<file path="src/design/tftp_packet_parser_unit_assert.svh">
// Assertion macros for the TFTP parser RTL.
`ifndef TFTP_PACKET_PARSER_UNIT_ASSERT_SVH
`define TFTP_PACKET_PARSER_UNIT_ASSERT_SVH

// Same-cycle implication, checked while out of reset.
`define TFPP_ASSERT_SAME(lbl, clk, rst_n, ante, cons, msg) \
  lbl: assert property (@(posedge clk) disable iff (!(rst_n)) (ante) |-> (cons)) \
    else $error(msg);

// Next-cycle implication, checked while out of reset.
`define TFPP_ASSERT_NEXT(lbl, clk, rst_n, ante, cons, msg) \
  lbl: assert property (@(posedge clk) disable iff (!(rst_n)) (ante) |=> (cons)) \
    else $error(msg);

`endif

</file>
<file path="src/design/tfpp_pkg.sv">
`default_nettype none

package tfpp_pkg;

  // Most results that a single byte can cause.
  localparam int unsigned MaxResults = 3;

  localparam logic [7:0] ChCr  = 8'h0D;
  localparam logic [7:0] ChLf  = 8'h0A;
  localparam logic [7:0] ChNul = 8'h00;

  localparam logic [15:0] OpRrq   = 16'd1;
  localparam logic [15:0] OpWrq   = 16'd2;
  localparam logic [15:0] OpData  = 16'd3;
  localparam logic [15:0] OpAck   = 16'd4;
  localparam logic [15:0] OpError = 16'd5;

  localparam logic [1:0] FldName = 2'd0;
  localparam logic [1:0] FldMode = 2'd1;
  localparam logic [1:0] FldData = 2'd2;
  localparam logic [1:0] FldMsg  = 2'd3;

  localparam logic [1:0] StOk          = 2'd0;
  localparam logic [1:0] StTooShort    = 2'd1;
  localparam logic [1:0] StIllegalOpc  = 2'd2;
  localparam logic [1:0] StIllegalMode = 2'd3;

  localparam logic KindByte    = 1'b0;
  localparam logic KindSummary = 1'b1;

  localparam logic ModeNetascii = 1'b0;
  localparam logic ModeOctet    = 1'b1;

  // One result item.
  typedef struct packed {
    logic        kind;
    logic [1:0]  field_id;
    logic [7:0]  out_byte;
    logic [2:0]  packet_kind;
    logic [15:0] number_field;
    logic        transfer_mode;
    logic [1:0]  status;
  } res_t;

  function automatic logic [7:0] netascii_char(input logic [2:0] idx);
    logic [7:0] c;
    case (idx)
      3'd0:    c = 8'h6E; // n
      3'd1:    c = 8'h65; // e
      3'd2:    c = 8'h74; // t
      3'd3:    c = 8'h61; // a
      3'd4:    c = 8'h73; // s
      3'd5:    c = 8'h63; // c
      3'd6:    c = 8'h69; // i
      default: c = 8'h69; // i
    endcase
    return c;
  endfunction

  function automatic logic [7:0] octet_char(input logic [2:0] idx);
    logic [7:0] c;
    case (idx)
      3'd0:    c = 8'h6F; // o
      3'd1:    c = 8'h63; // c
      3'd2:    c = 8'h74; // t
      3'd3:    c = 8'h65; // e
      3'd4:    c = 8'h74; // t
      default: c = 8'h00;
    endcase
    return c;
  endfunction

endpackage

`default_nettype wire

</file>
<file path="src/design/tftp_packet_parser_unit.sv">
// TFTP receive-side parser. Packet bytes enter one per request on the input
// channel, with end_of_packet_i high on the final byte. The parser reads the
// opcode, the block number or error code, netascii-decodes filename and error
// message text (CR LF becomes LF, CR NUL becomes CR), forwards mode text and
// data payload bytes unchanged, and closes every packet with a summary request
// that carries the packet kind, number, transfer mode and status. Each input
// byte causes zero to three output requests, the last of them flagged by
// last_o. A byte is parsed in the cycle it is accepted and its results land
// in a three-entry result register, which drains one request per cycle while
// out_ready_i is high; a new byte is taken as soon as at most one result of
// the previous byte is still waiting and that one is leaving. No clearing
// pass is needed after reset.

`default_nettype none

module tftp_packet_parser_unit (
  input  wire logic        clk_i,
  input  wire logic        rst_ni,
  input  wire logic        in_valid_i,
  output logic             in_ready_o,
  input  wire logic [7:0]  in_byte_i,
  input  wire logic        end_of_packet_i,
  output logic             out_valid_o,
  input  wire logic        out_ready_i,
  output logic             kind_o,
  output logic [1:0]       field_id_o,
  output logic [7:0]       out_byte_o,
  output logic [2:0]       packet_kind_o,
  output logic [15:0]      number_field_o,
  output logic             transfer_mode_o,
  output logic [1:0]       status_o,
  output logic             last_o
);

`include "tftp_packet_parser_unit_assert.svh"

  // The result register holds the results of one byte at a time; entry 0 is
  // the one on the output port.
  tfpp_pkg::res_t res    [tfpp_pkg::MaxResults];
  logic [1:0]     res_cnt;
  tfpp_pkg::res_t slot_q [tfpp_pkg::MaxResults];
  logic [1:0]     cnt_q;
  logic           fire;
  logic           pop;

  assign out_valid_o = (cnt_q != 2'd0);
  assign pop         = out_valid_o && out_ready_i;
  // Accept when the register is empty or its last entry leaves this cycle.
  assign in_ready_o  = (cnt_q == 2'd0) || ((cnt_q == 2'd1) && out_ready_i);
  assign fire        = in_valid_i && in_ready_o;

  tfpp_parser u_parser (
    .clk_i     (clk_i),
    .rst_ni    (rst_ni),
    .fire_i    (fire),
    .in_byte_i (in_byte_i),
    .eop_i     (end_of_packet_i),
    .res_o     (res),
    .res_cnt_o (res_cnt)
  );

  always_ff @(posedge clk_i or negedge rst_ni) begin
    if (!rst_ni) begin
      cnt_q <= 2'd0;
    end else if (fire) begin
      cnt_q <= res_cnt;
    end else if (pop) begin
      cnt_q <= cnt_q - 2'd1;
    end
  end

  // Payload entries carry no reset; the count says which are meaningful.
  always_ff @(posedge clk_i) begin
    if (fire) begin
      for (int i = 0; i < tfpp_pkg::MaxResults; i++) begin
        slot_q[i] <= res[i];
      end
    end else if (pop) begin
      for (int i = 0; i < tfpp_pkg::MaxResults - 1; i++) begin
        slot_q[i] <= slot_q[i + 1];
      end
    end
  end

  assign kind_o          = slot_q[0].kind;
  assign field_id_o      = slot_q[0].field_id;
  assign out_byte_o      = slot_q[0].out_byte;
  assign packet_kind_o   = slot_q[0].packet_kind;
  assign number_field_o  = slot_q[0].number_field;
  assign transfer_mode_o = slot_q[0].transfer_mode;
  assign status_o        = slot_q[0].status;
  // Only one byte's results are held, so the final waiting entry is its last.
  assign last_o          = (cnt_q == 2'd1);

  // A stalled result neither moves nor changes.
  `TFPP_ASSERT_NEXT(a_stall_holds, clk_i, rst_ni, out_valid_o && !out_ready_i,
    $stable(cnt_q) && $stable(slot_q[0]), "result changed while stalled")

  // A summary always closes the results of its byte.
  `TFPP_ASSERT_SAME(a_summary_last, clk_i, rst_ni,
    out_valid_o && (kind_o == tfpp_pkg::KindSummary), last_o,
    "summary not flagged as last")

  // A final packet byte always yields at least its summary.
  `TFPP_ASSERT_SAME(a_eop_summary, clk_i, rst_ni, fire && end_of_packet_i,
    res_cnt != 2'd0, "end of packet without summary")

endmodule

`default_nettype wire

</file>
<file path="src/design/tfpp_parser.sv">
`default_nettype none

// Per-byte parse state and the results that one accepted byte causes.
module tfpp_parser (
  input  wire logic            clk_i,
  input  wire logic            rst_ni,
  input  wire logic            fire_i,
  input  wire logic [7:0]      in_byte_i,
  input  wire logic            eop_i,
  output tfpp_pkg::res_t       res_o [tfpp_pkg::MaxResults],
  output logic [1:0]           res_cnt_o
);

  typedef enum logic [2:0] {
    PH_OPC_HI, PH_OPC_LO, PH_NAME, PH_MODE,
    PH_NUMBER, PH_PAYLOAD, PH_MESSAGE, PH_IGNORE
  } phase_e;

  phase_e      phase_q, phase_d;
  logic [15:0] opc_q, opc_d;
  logic [15:0] num_q, num_d;
  logic [1:0]  hdr_q, hdr_d;
  logic        cr_q, cr_d;
  logic [3:0]  midx_q, midx_d;
  logic [1:0]  mm_q, mm_d;

  logic [1:0]  n;
  logic [1:0]  fid;
  logic        pass;
  logic [7:0]  lb;
  logic [1:0]  hc;
  tfpp_pkg::res_t sum;

  always_comb begin
    phase_d = phase_q;
    opc_d   = opc_q;
    num_d   = num_q;
    hdr_d   = hdr_q;
    cr_d    = cr_q;
    midx_d  = midx_q;
    mm_d    = mm_q;
    n       = 2'd0;
    fid     = tfpp_pkg::FldName;
    pass    = 1'b1;
    lb      = in_byte_i;
    hc      = hdr_q + 2'd1;
    sum     = '0;
    for (int i = 0; i < tfpp_pkg::MaxResults; i++) begin
      res_o[i] = '0;
    end

    case (phase_q)
      PH_OPC_HI: begin
        opc_d   = {8'h00, in_byte_i};
        phase_d = PH_OPC_LO;
      end
      PH_OPC_LO: begin
        opc_d = {opc_q[7:0], in_byte_i};
        if (opc_d inside {tfpp_pkg::OpRrq, tfpp_pkg::OpWrq}) begin
          phase_d = PH_NAME;
        end else if (opc_d inside {[tfpp_pkg::OpData:tfpp_pkg::OpError]}) begin
          phase_d = PH_NUMBER;
        end else begin
          phase_d = PH_IGNORE;
        end
      end
      PH_NAME, PH_MESSAGE: begin
        fid = (phase_q == PH_NAME) ? tfpp_pkg::FldName : tfpp_pkg::FldMsg;
        // A held CR is resolved first: CR LF gives LF, CR NUL gives CR.
        if (cr_q) begin
          cr_d = 1'b0;
          res_o[n].field_id = fid;
          if (in_byte_i == tfpp_pkg::ChLf) begin
            res_o[n].out_byte = tfpp_pkg::ChLf;
            pass = 1'b0;
          end else begin
            res_o[n].out_byte = tfpp_pkg::ChCr;
            pass = (in_byte_i != tfpp_pkg::ChNul);
          end
          n = n + 2'd1;
        end
        if (pass) begin
          if (in_byte_i == tfpp_pkg::ChNul) begin
            phase_d = (phase_q == PH_NAME) ? PH_MODE : PH_IGNORE;
          end else if (in_byte_i == tfpp_pkg::ChCr && !eop_i) begin
            cr_d = 1'b1;
          end else begin
            res_o[n].field_id = fid;
            res_o[n].out_byte = in_byte_i;
            n = n + 2'd1;
          end
        end
      end
      PH_MODE: begin
        if (in_byte_i == tfpp_pkg::ChNul) begin
          phase_d = PH_IGNORE;
        end else begin
          res_o[n].field_id = tfpp_pkg::FldMode;
          res_o[n].out_byte = in_byte_i;
          n = n + 2'd1;
          if (in_byte_i inside {[8'h41:8'h5A]}) begin
            lb = in_byte_i + 8'd32;
          end
          if (midx_q >= 4'd8 || lb != tfpp_pkg::netascii_char(midx_q[2:0])) begin
            mm_d[0] = 1'b0;
          end
          if (midx_q >= 4'd5 || lb != tfpp_pkg::octet_char(midx_q[2:0])) begin
            mm_d[1] = 1'b0;
          end
          if (midx_q != 4'd15) begin
            midx_d = midx_q + 4'd1;
          end
        end
      end
      PH_NUMBER: begin
        num_d = {num_q[7:0], in_byte_i};
        hdr_d = hc;
        if (hc[1]) begin
          if (opc_q == tfpp_pkg::OpData) begin
            phase_d = PH_PAYLOAD;
          end else if (opc_q == tfpp_pkg::OpError) begin
            phase_d = PH_MESSAGE;
          end else begin
            phase_d = PH_IGNORE;
          end
        end
      end
      PH_PAYLOAD: begin
        res_o[n].field_id = tfpp_pkg::FldData;
        res_o[n].out_byte = in_byte_i;
        n = n + 2'd1;
      end
      default: begin
      end
    endcase

    if (eop_i) begin
      sum.kind = tfpp_pkg::KindSummary;
      if (phase_d inside {PH_OPC_HI, PH_OPC_LO}) begin
        sum.status = tfpp_pkg::StTooShort;
      end else if (!(opc_d inside {[tfpp_pkg::OpRrq:tfpp_pkg::OpError]})) begin
        sum.status = tfpp_pkg::StIllegalOpc;
      end else begin
        sum.packet_kind = opc_d[2:0] - 3'd1;
        if (opc_d <= tfpp_pkg::OpWrq) begin
          if (mm_d[0] && midx_d == 4'd8) begin
            sum.transfer_mode = tfpp_pkg::ModeNetascii;
          end else if (mm_d[1] && midx_d == 4'd5) begin
            sum.transfer_mode = tfpp_pkg::ModeOctet;
          end else begin
            sum.status = tfpp_pkg::StIllegalMode;
          end
        end else if (phase_d == PH_NUMBER) begin
          sum.status = tfpp_pkg::StTooShort;
        end else begin
          sum.number_field = num_d;
        end
      end
      res_o[n] = sum;
      n = n + 2'd1;
      // The packet is over: all parse state returns to its reset values.
      phase_d = PH_OPC_HI;
      opc_d   = '0;
      num_d   = '0;
      hdr_d   = '0;
      cr_d    = 1'b0;
      midx_d  = '0;
      mm_d    = 2'b11;
    end
    res_cnt_o = n;
  end

  always_ff @(posedge clk_i or negedge rst_ni) begin
    if (!rst_ni) begin
      phase_q <= PH_OPC_HI;
      opc_q   <= '0;
      num_q   <= '0;
      hdr_q   <= '0;
      cr_q    <= 1'b0;
      midx_q  <= '0;
      mm_q    <= 2'b11;
    end else if (fire_i) begin
      phase_q <= phase_d;
      opc_q   <= opc_d;
      num_q   <= num_d;
      hdr_q   <= hdr_d;
      cr_q    <= cr_d;
      midx_q  <= midx_d;
      mm_q    <= mm_d;
    end
  end

endmodule

`default_nettype wire

</file>
<file path="config.mk">
export PLATFORM = sky130hd
export DESIGN_NAME = tftp_packet_parser_unit
export DESIGN_NICKNAME = d
export VERILOG_FILES = /design/src/design/tfpp_pkg.sv /design/src/design/tftp_packet_parser_unit.sv /design/src/design/tfpp_parser.sv
export VERILOG_INCLUDE_DIRS = /design/src /design/src/design
export SDC_FILE = /design/constraint.sdc
export NUM_CORES = 1
export LEC_CHECK = 0
export BUFFER_PORTS_ARGS = -buffer_cell sky130_fd_sc_hd__buf_2
export CORE_MARGIN = 1.5
export CORE_UTILIZATION = 50
export CTS_BUF_LIST = sky130_fd_sc_hd__clkbuf_8
export CTS_CLUSTER_SIZE = 8
export DETAILED_ROUTE_END_ITERATION = 8
export GPL_ROUTABILITY_DRIVEN = 0
export HOLD_SLACK_MARGIN = 0.1
export PLACE_DENSITY_LB_ADDON = 0.12
export SYNTH_ARGS = -nofsm -noshare
export SYNTH_HDL_FRONTEND = slang
export SYNTH_SLANG_ARGS = --single-unit
</file>
<file path="constraint.sdc">
create_clock -name clk_i -period 2.66 [get_ports clk_i]
set_input_delay 0.266 -clock clk_i [delete_from_list [all_inputs] [get_ports clk_i]]
set_output_delay 0.266 -clock clk_i [all_outputs]
set_load 0.05 [all_outputs]
</file>
==> impl_metrics.xml, run 1 <==
<?xml version="1.0" encoding="UTF-8"?>
<metrics>
  <group name="timing">
    <metric name="fmax" unit="GHz">0.3842</metric>
    <metric name="timing_worst_slew_pin_value" unit="ns">0.7015</metric>
    <metric name="total_setup_violations_reported_at_the_end_of_the_flow" unit="">0</metric>
    <metric name="tns" unit="ns">0</metric>
    <metric name="postLayoutSetupSlackWorst" unit="ns">0.05689</metric>
    <metric name="maxSlewViolCount" unit="">0</metric>
    <metric name="skew_final" unit="ns">0.01841</metric>
    <metric name="grt_setup_unrepaired" unit="">true</metric>
    <metric name="timing.final.crit_share" unit="">0.9786</metric>
    <metric name="fin_crit" unit="ns">2.603</metric>
    <metric name="max_slew_margin" unit="">0.5318</metric>
    <metric name="hold_viol" unit="">0</metric>
  </group>
  <group name="detailed_routing">
    <metric name="wirelength" unit="µm">18560</metric>
    <metric name="met3WireLength" unit="µm">1075</metric>
    <metric name="vias" unit="">5942</metric>
    <metric name="viasPerCell" unit="">5.866</metric>
    <metric name="met1Wirelength" unit="µm">8234</metric>
    <metric name="dr.first_iter.drc_count" unit="">565</metric>
    <metric name="dr_wl_met2" unit="µm">8604</metric>
    <metric name="highest-signal-layer" unit="">met4</metric>
    <metric name="dr.pass1.iters" unit="">5</metric>
    <metric name="drt_drc_violations_left" unit="">0</metric>
    <metric name="drt-wirelength-per-cell" unit="µm">18.32</metric>
    <metric name="ant_nets" unit="">0</metric>
  </group>
  <group name="critical_path">
    <metric name="startpoint_types" unit="">flop</metric>
    <metric name="critical_path.max_fanout" unit="">19</metric>
    <metric name="crit_slowest_cell" unit="">sky130_fd_sc_hd__dfrtp_1</metric>
    <metric name="crit_chain" unit="">or2_4 &gt; buf_4 &gt; mux2i_2 &gt; o221a_2 &gt; nand2_2 &gt; a2111o_1 &gt; o21ai_2 &gt; and2_1</metric>
    <metric name="timing.critical_path.required" unit="ns">2.99</metric>
    <metric name="setup.worst_path.end_class" unit="">flop</metric>
    <metric name="cp.arrival" unit="ns">2.93</metric>
    <metric name="highest_cell_delay_on_the_worst_timing_path" unit="ns">0.39</metric>
    <metric name="category_of_the_critical_setup_timing_path" unit="">flop to flop</metric>
  </group>
  <group name="place">
    <metric name="post_dp_cell_area" unit="µm²">8094</metric>
    <metric name="dpl.hpwl" unit="µm">13170</metric>
    <metric name="pre_cts_ws" unit="ns">-0.1168</metric>
    <metric name="io_buffer_count" unit="">48</metric>
    <metric name="place.detailed.instances" unit="">974</metric>
  </group>
  <group name="die">
    <metric name="dieHeight" unit="µm">124.4</metric>
    <metric name="total_i_o_pin_count" unit="">49</metric>
    <metric name="die-area" unit="µm²">15460</metric>
    <metric name="dieWidth" unit="µm">124.4</metric>
    <metric name="core.rowCount" unit="">44</metric>
    <metric name="initial_core_util" unit="">0.5086</metric>
    <metric name="core_area" unit="µm²">14480</metric>
  </group>
  <group name="yosys">
    <metric name="ys_types" unit="">86</metric>
    <metric name="avgSynthCellArea" unit="µm²">10.05</metric>
    <metric name="synth-seq-area-share" unit="">0.5155</metric>
    <metric name="post_synth_instance_area" unit="µm²">7363</metric>
    <metric name="synth_fa_ha_area_frac" unit="">0.02549</metric>
    <metric name="ys_top_cells_by_area" unit="">sky130_fd_sc_hd__edfxtp_1, sky130_fd_sc_hd__dfrtp_1, sky130_fd_sc_hd__nand2_1</metric>
    <metric name="postSynthNetCount" unit="">761</metric>
    <metric name="synth_warnings" unit="">0</metric>
    <metric name="yosys-mux-area-fraction" unit="">0.03025</metric>
    <metric name="ys_seq_elements" unit="">134</metric>
    <metric name="largest_family_of_logic_cells_by_synthesized_area" unit="">compound AO/OA/AOI/OAI gates</metric>
    <metric name="yosys_top_cell_area_share" unit="">0.3589</metric>
    <metric name="synth_flop_cell" unit="">sky130_fd_sc_hd__edfxtp_1</metric>
    <metric name="post_synth_xor_area_fraction" unit="">0.01308</metric>
    <metric name="yosys.area_share.simple" unit="">0.1650</metric>
    <metric name="synthArstFlopShare" unit="">0.3433</metric>
    <metric name="synthCells" unit="">733</metric>
    <metric name="synth_compound_gate_area_share" unit="">0.1801</metric>
    <metric name="post_synth_edffs" unit="">88</metric>
    <metric name="synth_area_leader_cell" unit="">sky130_fd_sc_hd__edfxtp_1</metric>
  </group>
  <group name="clock_network">
    <metric name="cts-htree-levels" unit="">4</metric>
    <metric name="cts_buffers" unit="">17</metric>
    <metric name="clock_tree.buffer_depth" unit="">2</metric>
    <metric name="clk_transition_reported_paths" unit="ns">0.09</metric>
    <metric name="tritoncts_num_sinks" unit="">134</metric>
    <metric name="clock_insertion_delay_worst_skew" unit="ns">0.46</metric>
    <metric name="tritoncts" unit="">yes</metric>
    <metric name="clock-root-buffer" unit="">sky130_fd_sc_hd__clkbuf_8</metric>
  </group>
  <group name="pwr">
    <metric name="p_per_area" unit="nW/µm²">1207</metric>
    <metric name="ir_drop" unit="mV">0.6103</metric>
    <metric name="total_leakage_power" unit="nW">3.581</metric>
  </group>
  <group name="grt">
    <metric name="grt_pass1_vias" unit="">5573</metric>
    <metric name="first_pass_grt_wire_length" unit="µm">29420</metric>
    <metric name="globalRoute.totalOverflow" unit="">0</metric>
    <metric name="grt_max_degree" unit="">70</metric>
    <metric name="initial_antenna_violation_count" unit="">0</metric>
    <metric name="grt.total_usage" unit="">0.2396</metric>
  </group>
  <group name="layout">
    <metric name="final_net_count" unit="">844</metric>
    <metric name="multi_input_area" unit="µm²">3228</metric>
    <metric name="num-fill-cells" unit="">1245</metric>
    <metric name="area_growth" unit="%">17.40</metric>
    <metric name="seq_area" unit="µm²">3796</metric>
    <metric name="postLayoutCellArea" unit="µm²">8645</metric>
    <metric name="layout.cells.non_filler" unit="">1013</metric>
    <metric name="layout-drive-gt1-share" unit="">0.2823</metric>
    <metric name="antennaDiodeCount" unit="">0</metric>
  </group>
  <group name="run">
    <metric name="max_cap_viol_count" unit="">0</metric>
  </group>
  <group name="outcome">
    <metric name="outcome" unit="">finished clean</metric>
  </group>
  <group name="hold_path">
    <metric name="min-delay-path-class" unit="">primary input to flop</metric>
  </group>
</metrics>
==> sequential cells by signal, summed over array words and instances, names as in the netlist <==
signal	count
cnt_q	2
slot_q	88
u_parser.cr_q	1
u_parser.hdr_q	2
u_parser.midx_q	4
u_parser.mm_q	2
u_parser.num_q	16
u_parser.opc_q	16
u_parser.phase_q	3
==> synthesized netlist by cell type, types with 3 or more instances <==
cell type	count
sky130_fd_sc_hd__xnor2_1	8
sky130_fd_sc_hd__nand3_1	13
sky130_fd_sc_hd__a22oi_1	30
sky130_fd_sc_hd__o21ai_1	21
sky130_fd_sc_hd__ha_1	15
sky130_fd_sc_hd__a22o_1	8
sky130_fd_sc_hd__a31oi_1	3
sky130_fd_sc_hd__nor3_1	11
sky130_fd_sc_hd__nand2_1	119
sky130_fd_sc_hd__nand4_1	4
sky130_fd_sc_hd__mux2i_1	20
sky130_fd_sc_hd__nand4_2	3
sky130_fd_sc_hd__nor2_1	49
sky130_fd_sc_hd__buf_4	34
sky130_fd_sc_hd__o22ai_1	8
sky130_fd_sc_hd__a21oi_1	24
sky130_fd_sc_hd__and3_1	7
sky130_fd_sc_hd__o21ai_0	66
sky130_fd_sc_hd__nor4_1	3
sky130_fd_sc_hd__nor3b_1	3
sky130_fd_sc_hd__nand2b_1	3
sky130_fd_sc_hd__xor2_1	3
sky130_fd_sc_hd__buf_2	7
sky130_fd_sc_hd__and2_1	6
sky130_fd_sc_hd__nor3_2	3
sky130_fd_sc_hd__inv_1	16
sky130_fd_sc_hd__nor2b_1	3
sky130_fd_sc_hd__o31ai_1	4
sky130_fd_sc_hd__clkbuf_1	31
sky130_fd_sc_hd__or4_1	4
sky130_fd_sc_hd__o211ai_1	3
sky130_fd_sc_hd__edfxtp_1	88
sky130_fd_sc_hd__dfrtp_1	44
sky130_fd_sc_hd__buf_6	3
==> cell usage in the layout (no fill, tap or decap), types with 17 or more instances in the layout <==
master	instances
sky130_fd_sc_hd__nor2_1	38
sky130_fd_sc_hd__edfxtp_1	88
sky130_fd_sc_hd__buf_4	88
sky130_fd_sc_hd__o21ai_1	27
sky130_fd_sc_hd__mux2i_1	17
sky130_fd_sc_hd__buf_2	48
sky130_fd_sc_hd__clkbuf_8	17
sky130_fd_sc_hd__dfrtp_1	44
sky130_fd_sc_hd__nand2_1	116
sky130_fd_sc_hd__a21oi_1	22
sky130_fd_sc_hd__a22oi_1	30
sky130_fd_sc_hd__o21ai_0	60
==> final cells by class <==
type	count	share of cell area
sequential	134	0.4391
multi-input combinational	504	0.3734
inverter	19	0.008684
tap	184	0.02663
clock buffer	17	0.02707
clock inverter	15	0.01375
timing repair buffer	140	0.1113
==> metal layers <==
metal,up-vias,GRT usage
met5,-,0
met4,0,0.1048
met3,50,0.04983
met2,213,0.3675
met1,2858,0.3304
li1,2821,-
==> cells by family (layout without fill, tap and decap cells) <==
family / Yosys count / count (layout)
flops: 134 / 134
buf+inv: 96 / 191
xor+xnor: 11 / 11
compound gates: 205 / 205
mux: 22 / 22
simple gates: 250 / 251
fa+ha+maj: 15 / 15
==> what timing repair did <==
action                                  CTS  global route
endpoints found under the setup margin   16            62
hold endpoints to repair                 25             0
hold buffers                              1             0
gates resized for setup                   1            35
pin swaps                                 1            11
buffers inserted                          0             5
gates cloned                              0             1
==> path summary, 6_finish.rpt <==
path	from	end	slack, ns	cells after the start
max	u_parser.phase_q[2]$_DFFE_PN0P_	slot_q[1][0]$_SDFFCE_PN0P_	0.06	8
min	in_byte_i[3]	u_parser.opc_q[3]$_DFFE_PN0P_	0.21	3
max reg2reg	u_parser.phase_q[2]$_DFFE_PN0P_	slot_q[1][0]$_SDFFCE_PN0P_	0.06	8
min reg2reg	u_parser.mm_q[1]$_DFFE_PN1P_	u_parser.mm_q[1]$_DFFE_PN1P_	0.50	2
max in group asynchronous	rst_ni	u_parser.mm_q[1]$_DFFE_PN1P_	1.57	3
min in group asynchronous	rst_ni	u_parser.opc_q[6]$_DFFE_PN0P_	0.37	2
==> critical path, delay by kind of cell (launching register included) <==
family / cells / cell delay (ns)
DFF: 1 / 0.39
AOI/OAI and AO/OA: 3 / 0.93
and+or+nand+nor: 3 / 0.56
buffers and inverters: 1 / 0.22
muxes: 1 / 0.36
==> power breakdown <==
part	leakage (nW)	internal [W]	switching, W
registers	1.42	0.00322	0.000437
logic	1.99	0.00180	0.00343
clock network	0.172	0.000661	0.000890
==> per-stage QoR <==
stage                 util  power, W  hold WS [ns]
finish              0.5970   0.01044        0.2075
global route        0.5970   0.01109        0.2181
CTS                 0.5847   0.01023        0.1801
detailed placement  0.5590  0.008663        0.3466
global placement    0.5590  0.008527        0.3362
floorplan                -  0.007314      -0.02959
Note: power is estimated with default switching activity, not from simulation.
==> inputs of run 2 (changes only) <==
--- a/config.mk
+++ b/config.mk
@@ -6,15 +6,17 @@
 export SDC_FILE = /design/constraint.sdc
 export NUM_CORES = 1
 export LEC_CHECK = 0
+export ABC_AREA = 1
 export BUFFER_PORTS_ARGS = -buffer_cell sky130_fd_sc_hd__buf_2
 export CORE_MARGIN = 1.5
-export CORE_UTILIZATION = 50
+export CORE_UTILIZATION = 35
 export CTS_BUF_LIST = sky130_fd_sc_hd__clkbuf_8
 export CTS_CLUSTER_SIZE = 8
 export DETAILED_ROUTE_END_ITERATION = 8
 export GPL_ROUTABILITY_DRIVEN = 0
 export HOLD_SLACK_MARGIN = 0.1
 export PLACE_DENSITY_LB_ADDON = 0.12
+export REMOVE_ABC_BUFFERS = 1
 export SYNTH_ARGS = -nofsm -noshare
 export SYNTH_HDL_FRONTEND = slang
 export SYNTH_SLANG_ARGS = --single-unit
==> run 2 against run 1 <==
Net effect: register-to-register slack improved by 0.12 ns; worst setup slack improved by 0.12 ns; combinational power decreased by 21%; routed wire length fell by 3.1%; final area fell by 2.5%; area after synthesis down 3.2%; final cell count grew 16%; worst hold slack gained 0.051 ns; power fell by 12%; sequential cell count unchanged; sequential share of layout area increased by 1.2 points.
==> impl_metrics.xml, run 2 <==
<?xml version="1.0" encoding="UTF-8"?>
<metrics>
  <group name="outcome">
    <metric name="outcome" unit="">finished clean</metric>
  </group>
  <group name="clock_network">
    <metric name="clock_tree.buffer_depth" unit="">2</metric>
    <metric name="tritoncts_num_sinks" unit="">134</metric>
    <metric name="clock-root-buffer" unit="">sky130_fd_sc_hd__clkbuf_8</metric>
    <metric name="cts_buffers" unit="">17</metric>
    <metric name="clk_transition_reported_paths" unit="ns">0.09</metric>
    <metric name="cts-htree-levels" unit="">4</metric>
    <metric name="tritoncts" unit="">yes</metric>
    <metric name="clock_insertion_delay_worst_skew" unit="ns">0.45</metric>
  </group>
  <group name="yosys">
    <metric name="synthArstFlopShare" unit="">0.3433</metric>
    <metric name="synth_area_leader_cell" unit="">sky130_fd_sc_hd__edfxtp_1</metric>
    <metric name="synthCells" unit="">821</metric>
    <metric name="yosys_top_cell_area_share" unit="">0.3707</metric>
    <metric name="post_synth_edffs" unit="">88</metric>
    <metric name="synth_flop_cell" unit="">sky130_fd_sc_hd__edfxtp_1</metric>
    <metric name="synth_top_cells_by_count" unit="">sky130_fd_sc_hd__nand2_1, sky130_fd_sc_hd__edfxtp_1, sky130_fd_sc_hd__inv_1</metric>
    <metric name="ys_seq_elements" unit="">134</metric>
    <metric name="post_synth_instance_area" unit="µm²">7129</metric>
    <metric name="synthMostInstantiatedCell" unit="">sky130_fd_sc_hd__nand2_1</metric>
    <metric name="synth-seq-area-share" unit="">0.5325</metric>
    <metric name="ys_types" unit="">35</metric>
    <metric name="ys_top_cells_by_area" unit="">sky130_fd_sc_hd__edfxtp_1, sky130_fd_sc_hd__dfrtp_1, sky130_fd_sc_hd__nand2_1</metric>
    <metric name="synth_warnings" unit="">0</metric>
    <metric name="avgSynthCellArea" unit="µm²">8.684</metric>
  </group>
  <group name="die">
    <metric name="core_area" unit="µm²">20100</metric>
    <metric name="die-area" unit="µm²">21230</metric>
    <metric name="dieWidth" unit="µm">145.7</metric>
    <metric name="initial_core_util" unit="">0.3546</metric>
    <metric name="total_i_o_pin_count" unit="">49</metric>
    <metric name="dieHeight" unit="µm">145.7</metric>
    <metric name="core.rowCount" unit="">52</metric>
  </group>
  <group name="grt">
    <metric name="grt.total_usage" unit="">0.1770</metric>
    <metric name="initial_antenna_violation_count" unit="">0</metric>
    <metric name="grt_max_degree" unit="">60</metric>
    <metric name="grt_pass1_vias" unit="">5642</metric>
    <metric name="globalRoute.totalOverflow" unit="">0</metric>
    <metric name="first_pass_grt_wire_length" unit="µm">29390</metric>
  </group>
  <group name="place">
    <metric name="post_dp_cell_area" unit="µm²">7903</metric>
    <metric name="dpl.hpwl" unit="µm">12970</metric>
    <metric name="io_buffer_count" unit="">48</metric>
  </group>
  <group name="layout">
    <metric name="postLayoutCellArea" unit="µm²">8428</metric>
    <metric name="layout_top_registers" unit="">slot_q (88), u_parser.num_q (16), u_parser.opc_q (16)</metric>
    <metric name="most-common-layout-cells" unit="">sky130_fd_sc_hd__nand2_1, sky130_fd_sc_hd__edfxtp_1, sky130_fd_sc_hd__inv_1</metric>
    <metric name="largest_reg_flops" unit="">88</metric>
    <metric name="utilization" unit="">0.4192</metric>
    <metric name="layout_commonest_cell" unit="">sky130_fd_sc_hd__nand2_1</metric>
    <metric name="layout-drive-gt1-share" unit="">0.2170</metric>
    <metric name="final_net_count" unit="">923</metric>
    <metric name="max_flop_register" unit="">slot_q</metric>
    <metric name="area_growth" unit="%">18.22</metric>
    <metric name="antennaDiodeCount" unit="">0</metric>
  </group>
  <group name="detailed_routing">
    <metric name="dr.pass1.iters" unit="">5</metric>
    <metric name="dr.first_iter.drc_count" unit="">308</metric>
    <metric name="drt_drc_violations_left" unit="">0</metric>
    <metric name="ant_nets" unit="">0</metric>
    <metric name="vias" unit="">5728</metric>
    <metric name="drt-wirelength-per-cell" unit="µm">15.26</metric>
    <metric name="wirelength" unit="µm">17980</metric>
    <metric name="viasPerCell" unit="">4.862</metric>
  </group>
  <group name="critical_path">
    <metric name="critical_path.max_fanout" unit="">16</metric>
    <metric name="cp.arrival" unit="ns">2.79</metric>
    <metric name="startpoint_types" unit="">flop</metric>
    <metric name="highest_cell_delay_on_the_worst_timing_path" unit="ns">0.43</metric>
    <metric name="setup.worst_path.end_class" unit="">flop</metric>
    <metric name="timing.critical_path.required" unit="ns">2.96</metric>
    <metric name="r2r-start" unit="">u_parser.phase_q[2]$_DFFE_PN0P_</metric>
    <metric name="critPathMostFrequentCell" unit="">sky130_fd_sc_hd__nor2_4</metric>
    <metric name="path_delay_family" unit="">simple AND/OR/NAND/NOR gates</metric>
    <metric name="number_of_cells_on_the_worst_reg_to_reg_path" unit="">12</metric>
    <metric name="crit_chain" unit="">nor2_4 &gt; buf_4 &gt; o22ai_1 &gt; nor2_1 &gt; nand4_1 &gt; nor3_2 &gt; inv_2 &gt; nor2_4 &gt; and2_4 &gt; buf_12 &gt; nand2_1 &gt; o21ai_0</metric>
    <metric name="r2r_end" unit="">slot_q[0][8]$_DFFE_PP_</metric>
    <metric name="r2r_slack" unit="ns">0.18</metric>
    <metric name="crit_slowest_cell" unit="">sky130_fd_sc_hd__dfrtp_1</metric>
    <metric name="category_of_the_critical_setup_timing_path" unit="">flop to flop</metric>
    <metric name="worst-path-buf-inv" unit="">3</metric>
  </group>
  <group name="pwr">
    <metric name="p_per_area" unit="nW/µm²">1092</metric>
    <metric name="total_leakage_power" unit="nW">3.581</metric>
    <metric name="power" unit="W">0.009200</metric>
    <metric name="ir_drop" unit="mV">0.3771</metric>
  </group>
  <group name="timing">
    <metric name="timing_worst_slew_pin_value" unit="ns">0.6117</metric>
    <metric name="hold_viol" unit="">0</metric>
    <metric name="total_setup_violations_reported_at_the_end_of_the_flow" unit="">0</metric>
    <metric name="timing.final.crit_share" unit="">0.9341</metric>
    <metric name="skew_final" unit="ns">0.01311</metric>
    <metric name="max_slew_margin" unit="">0.5879</metric>
    <metric name="maxSlewViolCount" unit="">0</metric>
    <metric name="fin_crit" unit="ns">2.485</metric>
    <metric name="fmax" unit="GHz">0.4025</metric>
  </group>
  <group name="hold_path">
    <metric name="hold_depth" unit="">3</metric>
    <metric name="worstHoldStart" unit="">in_valid_i</metric>
    <metric name="min-delay-path-class" unit="">primary input to flop</metric>
    <metric name="hold_path_end" unit="">cnt_q[0]$_DFFE_PN0P_</metric>
  </group>
  <group name="run">
    <metric name="max_cap_viol_count" unit="">0</metric>
  </group>
</metrics>
[run 2: how the worst max path moves through the flow]
stage	startpoint	endpoint	depth (start not counted)
final	u_parser.phase_q[2]$_DFFE_PN0P_	slot_q[0][8]$_DFFE_PP_	12
after CTS	u_parser.phase_q[2]$_DFFE_PN0P_	slot_q[0][37]$_DFFE_PP_	14
after global routing	u_parser.midx_q[1]$_DFFE_PN0P_	slot_q[0][0]$_DFFE_PP_	19
after floorplan	cnt_q[0]$_DFFE_PN0P_	slot_q[0][19]$_DFFE_PP_	10
after global placement	in_byte_i[6]	slot_q[0][39]$_DFFE_PP_	17
after detailed placement	u_parser.phase_q[2]$_DFFE_PN0P_	slot_q[0][37]$_DFFE_PP_	14
[run 2: final cells by class]
class	count	area, µm²
Clock buffer	17	234.0
Clock inverter	15	167.7
Fill cell	2001	11680
Inverter	88	330.3
Multi-Input combinational cell	535	2709
Sequential cell	134	3799
Tap cell	270	337.8
Timing Repair Buffer	119	850.8
[run 2: worst min-delay path, stage by stage]
cell	delay (ns)
sky130_fd_sc_hd__buf_2	0.10
sky130_fd_sc_hd__a21oi_1	0.14
sky130_fd_sc_hd__a21oi_1	0.16
[run 2: metal layers]
layer | track usage | vias to the layer above | part of all wire
met2 | 0.2976 | 80 | 0.49
met5 | 0 | - | 0
met4 | 0.04745 | 0 | 0.011
met3 | 0.03793 | 13 | 0.031
met1 | 0.2313 | 2769 | 0.47
li1 | - | 2866 | -
[run 2: repair_timing]
item,4_1_cts,5_1_grt
resized for setup,2,34
setup buffers,0,4
hold buffers,1,0
endpoints found under the setup margin,12,57
endpoints found under the hold margin,16,0
pin swaps,0,4
gates cloned,0,0
[run 2: cells by family (layout without fill, tap and decap cells)]
group	after synthesis	after routing	share of synthesized area
AO/OA/AOI/OAI	164	164	0.1292
XOR/XNOR	5	5	0.006142
adder cells (fa/ha/maj)	15	15	0.02633
buffers and inverters	152	239	0.1000
flip-flops	134	134	0.5325
AND/OR/NAND/NOR	351	351	0.2059
[run 2: report_power, final]
group	total (W)	leakage, nW	switching, W	internal [W]
clock	0.00177	0.199	0.000915	0.000855
sequential	0.00330	1.49	0.000255	0.00305
combinational	0.00413	1.89	0.00288	0.00125
[run 2: through the flow]
| stage | hold slack (ns) | setup WS (ns) | setup TNS [ns] | cells |
|---|---|---|---|---|
| floorplan | -0.02959 | -2.683 | -203.76 | 757 |
| global placement | 0.2105 | -0.01167 | -0.08522 | 1141 |
| detailed placement | 0.2221 | -0.06324 | -0.6430 | 1141 |
| CTS | 0.2238 | 0.01013 | 0 | 1174 |
| global route | 0.2386 | -0.006980 | -0.007943 | 1178 |
| finish | 0.2587 | 0.1752 | 0 | 1178 |
==> inputs of run 3 (changes only) <==
--- a/config.mk
+++ b/config.mk
@@ -16,7 +16,6 @@
 export GPL_ROUTABILITY_DRIVEN = 0
 export HOLD_SLACK_MARGIN = 0.1
 export PLACE_DENSITY_LB_ADDON = 0.12
-export REMOVE_ABC_BUFFERS = 1
 export SYNTH_ARGS = -nofsm -noshare
 export SYNTH_HDL_FRONTEND = slang
 export SYNTH_SLANG_ARGS = --single-unit
==> run 3 against run 2 <==
Net effect: worst setup slack about the same; sequential share of layout area up 0.24 points; sequential cell count unchanged; utilization down 0.21 points; final cell count down 0.68%; clock power up 11%; combinational power down 2%; sequential power about the same.
==> impl_metrics.xml, run 3 (same netlist as run 2, synthesis figures left out) <==
<?xml version="1.0" encoding="UTF-8"?>
<metrics>
  <group name="outcome">
    <metric name="outcome" unit="">finished clean</metric>
  </group>
  <group name="hold_path">
    <metric name="hold_depth" unit="">3</metric>
    <metric name="min-delay-path-class" unit="">primary input to flop</metric>
    <metric name="worstHoldStart" unit="">in_valid_i</metric>
  </group>
  <group name="timing">
    <metric name="max_slew_margin" unit="">0.2662</metric>
    <metric name="hold-worst-slack" unit="ns">0.2575</metric>
    <metric name="fin_crit" unit="ns">2.485</metric>
    <metric name="total_setup_violations_reported_at_the_end_of_the_flow" unit="">0</metric>
    <metric name="hold_viol" unit="">0</metric>
    <metric name="fmax" unit="GHz">0.4025</metric>
    <metric name="maxSlewViolCount" unit="">0</metric>
    <metric name="timing_worst_slew_pin_value" unit="ns">1.101</metric>
    <metric name="timing.final.crit_share" unit="">0.9341</metric>
    <metric name="grt_setup_unrepaired" unit="">true</metric>
    <metric name="skew_final" unit="ns">0.01206</metric>
  </group>
  <group name="pwr">
    <metric name="power_switching_share" unit="">0.4330</metric>
    <metric name="combinationalPowerShare" unit="">0.435</metric>
    <metric name="seqPwrFrac" unit="">0.355</metric>
    <metric name="power.net_switching" unit="W">0.004038</metric>
    <metric name="p_per_area" unit="nW/µm²">1112</metric>
    <metric name="total_leakage_power" unit="nW">3.545</metric>
    <metric name="ir_drop" unit="mV">0.3688</metric>
    <metric name="clkPwrFrac" unit="">0.210</metric>
    <metric name="intPower" unit="W">0.005288</metric>
    <metric name="power" unit="W">0.009326</metric>
  </group>
  <group name="critical_path">
    <metric name="category_of_the_critical_setup_timing_path" unit="">flop to flop</metric>
    <metric name="cp.arrival" unit="ns">2.69</metric>
    <metric name="r2r-start" unit="">u_parser.phase_q[2]$_DFFE_PN0P_</metric>
    <metric name="setup.worst_path.end_class" unit="">flop</metric>
    <metric name="crit_chain" unit="">nor2_4 &gt; inv_2 &gt; buf_4 &gt; nand2_1 &gt; o21ai_1 &gt; nor3_2 &gt; nand3_1 &gt; nor3_1 &gt; a21oi_1 &gt; and2_4 &gt; buf_12 &gt; nand2_1 &gt; o21ai_0</metric>
    <metric name="crit_slowest_cell" unit="">sky130_fd_sc_hd__dfrtp_2</metric>
    <metric name="number_of_cells_on_the_worst_reg_to_reg_path" unit="">13</metric>
    <metric name="timing.critical_path.required" unit="ns">2.87</metric>
    <metric name="startpoint_types" unit="">flop</metric>
    <metric name="critical_path.max_fanout" unit="">16</metric>
    <metric name="critical_path.startpoint" unit="">u_parser.phase_q[2]$_DFFE_PN0P_</metric>
    <metric name="critPathMostFrequentCell" unit="">sky130_fd_sc_hd__nand2_1</metric>
    <metric name="r2r_slack" unit="ns">0.18</metric>
    <metric name="highest_cell_delay_on_the_worst_timing_path" unit="ns">0.45</metric>
  </group>
  <group name="layout">
    <metric name="largest_reg_flops" unit="">88</metric>
    <metric name="area_growth" unit="%">17.62</metric>
    <metric name="postLayoutCellArea" unit="µm²">8386</metric>
    <metric name="final_net_count" unit="">915</metric>
    <metric name="multi_input_area" unit="µm²">2693</metric>
    <metric name="layout_top_registers" unit="">slot_q (88), u_parser.num_q (16), u_parser.opc_q (16)</metric>
    <metric name="seq_area" unit="µm²">3800</metric>
    <metric name="most-common-layout-cells" unit="">sky130_fd_sc_hd__nand2_1, sky130_fd_sc_hd__edfxtp_1, sky130_fd_sc_hd__inv_1</metric>
    <metric name="antennaDiodeCount" unit="">0</metric>
    <metric name="max_flop_register" unit="">slot_q</metric>
    <metric name="layout_commonest_cell" unit="">sky130_fd_sc_hd__nand2_1</metric>
    <metric name="layout-drive-gt1-share" unit="">0.2111</metric>
    <metric name="num-fill-cells" unit="">1982</metric>
  </group>
  <group name="clock_network">
    <metric name="clock_insertion_delay_worst_skew" unit="ns">0.45</metric>
    <metric name="cts_buffers" unit="">17</metric>
    <metric name="clk_transition_reported_paths" unit="ns">0.09</metric>
    <metric name="cts-htree-levels" unit="">4</metric>
    <metric name="tritoncts_num_sinks" unit="">134</metric>
    <metric name="clock_tree.buffer_depth" unit="">2</metric>
    <metric name="clock-root-buffer" unit="">sky130_fd_sc_hd__clkbuf_8</metric>
    <metric name="tritoncts" unit="">yes</metric>
  </group>
  <group name="yosys">
    <metric name="postSynthNetCount" unit="">849</metric>
  </group>
  <group name="place">
    <metric name="post_dp_cell_area" unit="µm²">7828</metric>
    <metric name="dpl.hpwl" unit="µm">13040</metric>
    <metric name="io_buffer_count" unit="">48</metric>
  </group>
  <group name="grt">
    <metric name="grt.total_usage" unit="">0.1770</metric>
    <metric name="first_pass_grt_wire_length" unit="µm">29390</metric>
    <metric name="grt_max_degree" unit="">47</metric>
    <metric name="initial_antenna_violation_count" unit="">0</metric>
    <metric name="globalRoute.totalOverflow" unit="">0</metric>
    <metric name="grt_pass1_vias" unit="">5669</metric>
  </group>
  <group name="detailed_routing">
    <metric name="dr.pass1.iters" unit="">5</metric>
    <metric name="dr.first_iter.drc_count" unit="">369</metric>
    <metric name="viasPerCell" unit="">4.899</metric>
    <metric name="drt-wirelength-per-cell" unit="µm">15.38</metric>
    <metric name="wirelength" unit="µm">18000</metric>
    <metric name="drt_drc_violations_left" unit="">0</metric>
    <metric name="ant_nets" unit="">0</metric>
    <metric name="vias" unit="">5732</metric>
  </group>
  <group name="run">
    <metric name="max_cap_viol_count" unit="">0</metric>
  </group>
  <group name="die">
    <metric name="dieWidth" unit="µm">145.7</metric>
    <metric name="total_i_o_pin_count" unit="">49</metric>
    <metric name="dieHeight" unit="µm">145.7</metric>
    <metric name="die-area" unit="µm²">21230</metric>
    <metric name="core_area" unit="µm²">20100</metric>
    <metric name="initial_core_util" unit="">0.3546</metric>
    <metric name="core.rowCount" unit="">52</metric>
  </group>
</metrics>
run 3: cell count changes in the layout (fill, tap and decap cells not counted), sizes merged:
cell / before / now
bufinv: 2 / 4
buf: 118 / 110
inv: 94 / 92
run 3: what timing repair did:
item                                    4_1_cts  5_1_grt
buffers inserted                              0        5
endpoints found under the setup margin        0       56
hold endpoints to repair                     44        0
hold buffers                                  1        0
resized for setup                             0       29
run 3: path summary, 6_finish.rpt:
check / endpoint
worst max-delay path: slot_q[0][37]$_DFFE_PP_
worst min-delay path: cnt_q[0]$_DFFE_PN0P_
worst max register to register: slot_q[0][37]$_DFFE_PP_
worst min register to register: u_parser.mm_q[1]$_DFFE_PN1P_
max in group asynchronous: u_parser.phase_q[2]$_DFFE_PN0P_
min in group asynchronous: u_parser.opc_q[8]$_DFFE_PN0P_
run 3: per-stage QoR:
step	util	worst slack [ns]	cells	setup TNS, ns
after floorplan	-	-0.008071	821	-0.07178
after global routing	0.4171	-0.002629	1170	-0.002629
after CTS	0.4124	0.06459	1165	0
after global placement	0.3893	0.03866	1132	0
after detailed placement	0.3893	-0.01975	1132	-0.04086
final	0.4171	0.1754	1170	0
run 3: power by group through the flow:
stage / clock network [W] / registers (W) / logic (W)
final: 0.00196 / 0.00331 / 0.00405
after global routing: 0.00209 / 0.00339 / 0.00450
after CTS: 0.00200 / 0.00330 / 0.00397
after detailed placement: 0 / 0.00335 / 0.00395
after floorplan: 0 / 0.00333 / 0.00303
after global placement: 0 / 0.00334 / 0.00391
run 3: critical path, delay by kind of cell, from the launching register on:
family,cells,cell delay [ns]
flip-flops,1,0.45
AND/OR/NAND/NOR,7,1.11
buffers and inverters,3,0.38
AO/OA/AOI/OAI,3,0.28
run 3: final cells by class:
class	instances	area share
Clock inverter	15	0.02611
Multi-Input combinational cell	535	0.3211
Tap cell	270	0.04029
Clock buffer	17	0.02790
Timing Repair Buffer	111	0.09132
Sequential cell	134	0.4531
Inverter	88	0.04014
run 3: metal layers:
metal | global-route usage | vias up | part of all wire
met5 | 0 | - | 0
met4 | 0.07143 | 0 | 0.024
met3 | 0.03574 | 33 | 0.042
met2 | 0.3033 | 123 | 0.49
met1 | 0.2186 | 2724 | 0.44
li1 | - | 2852 | -
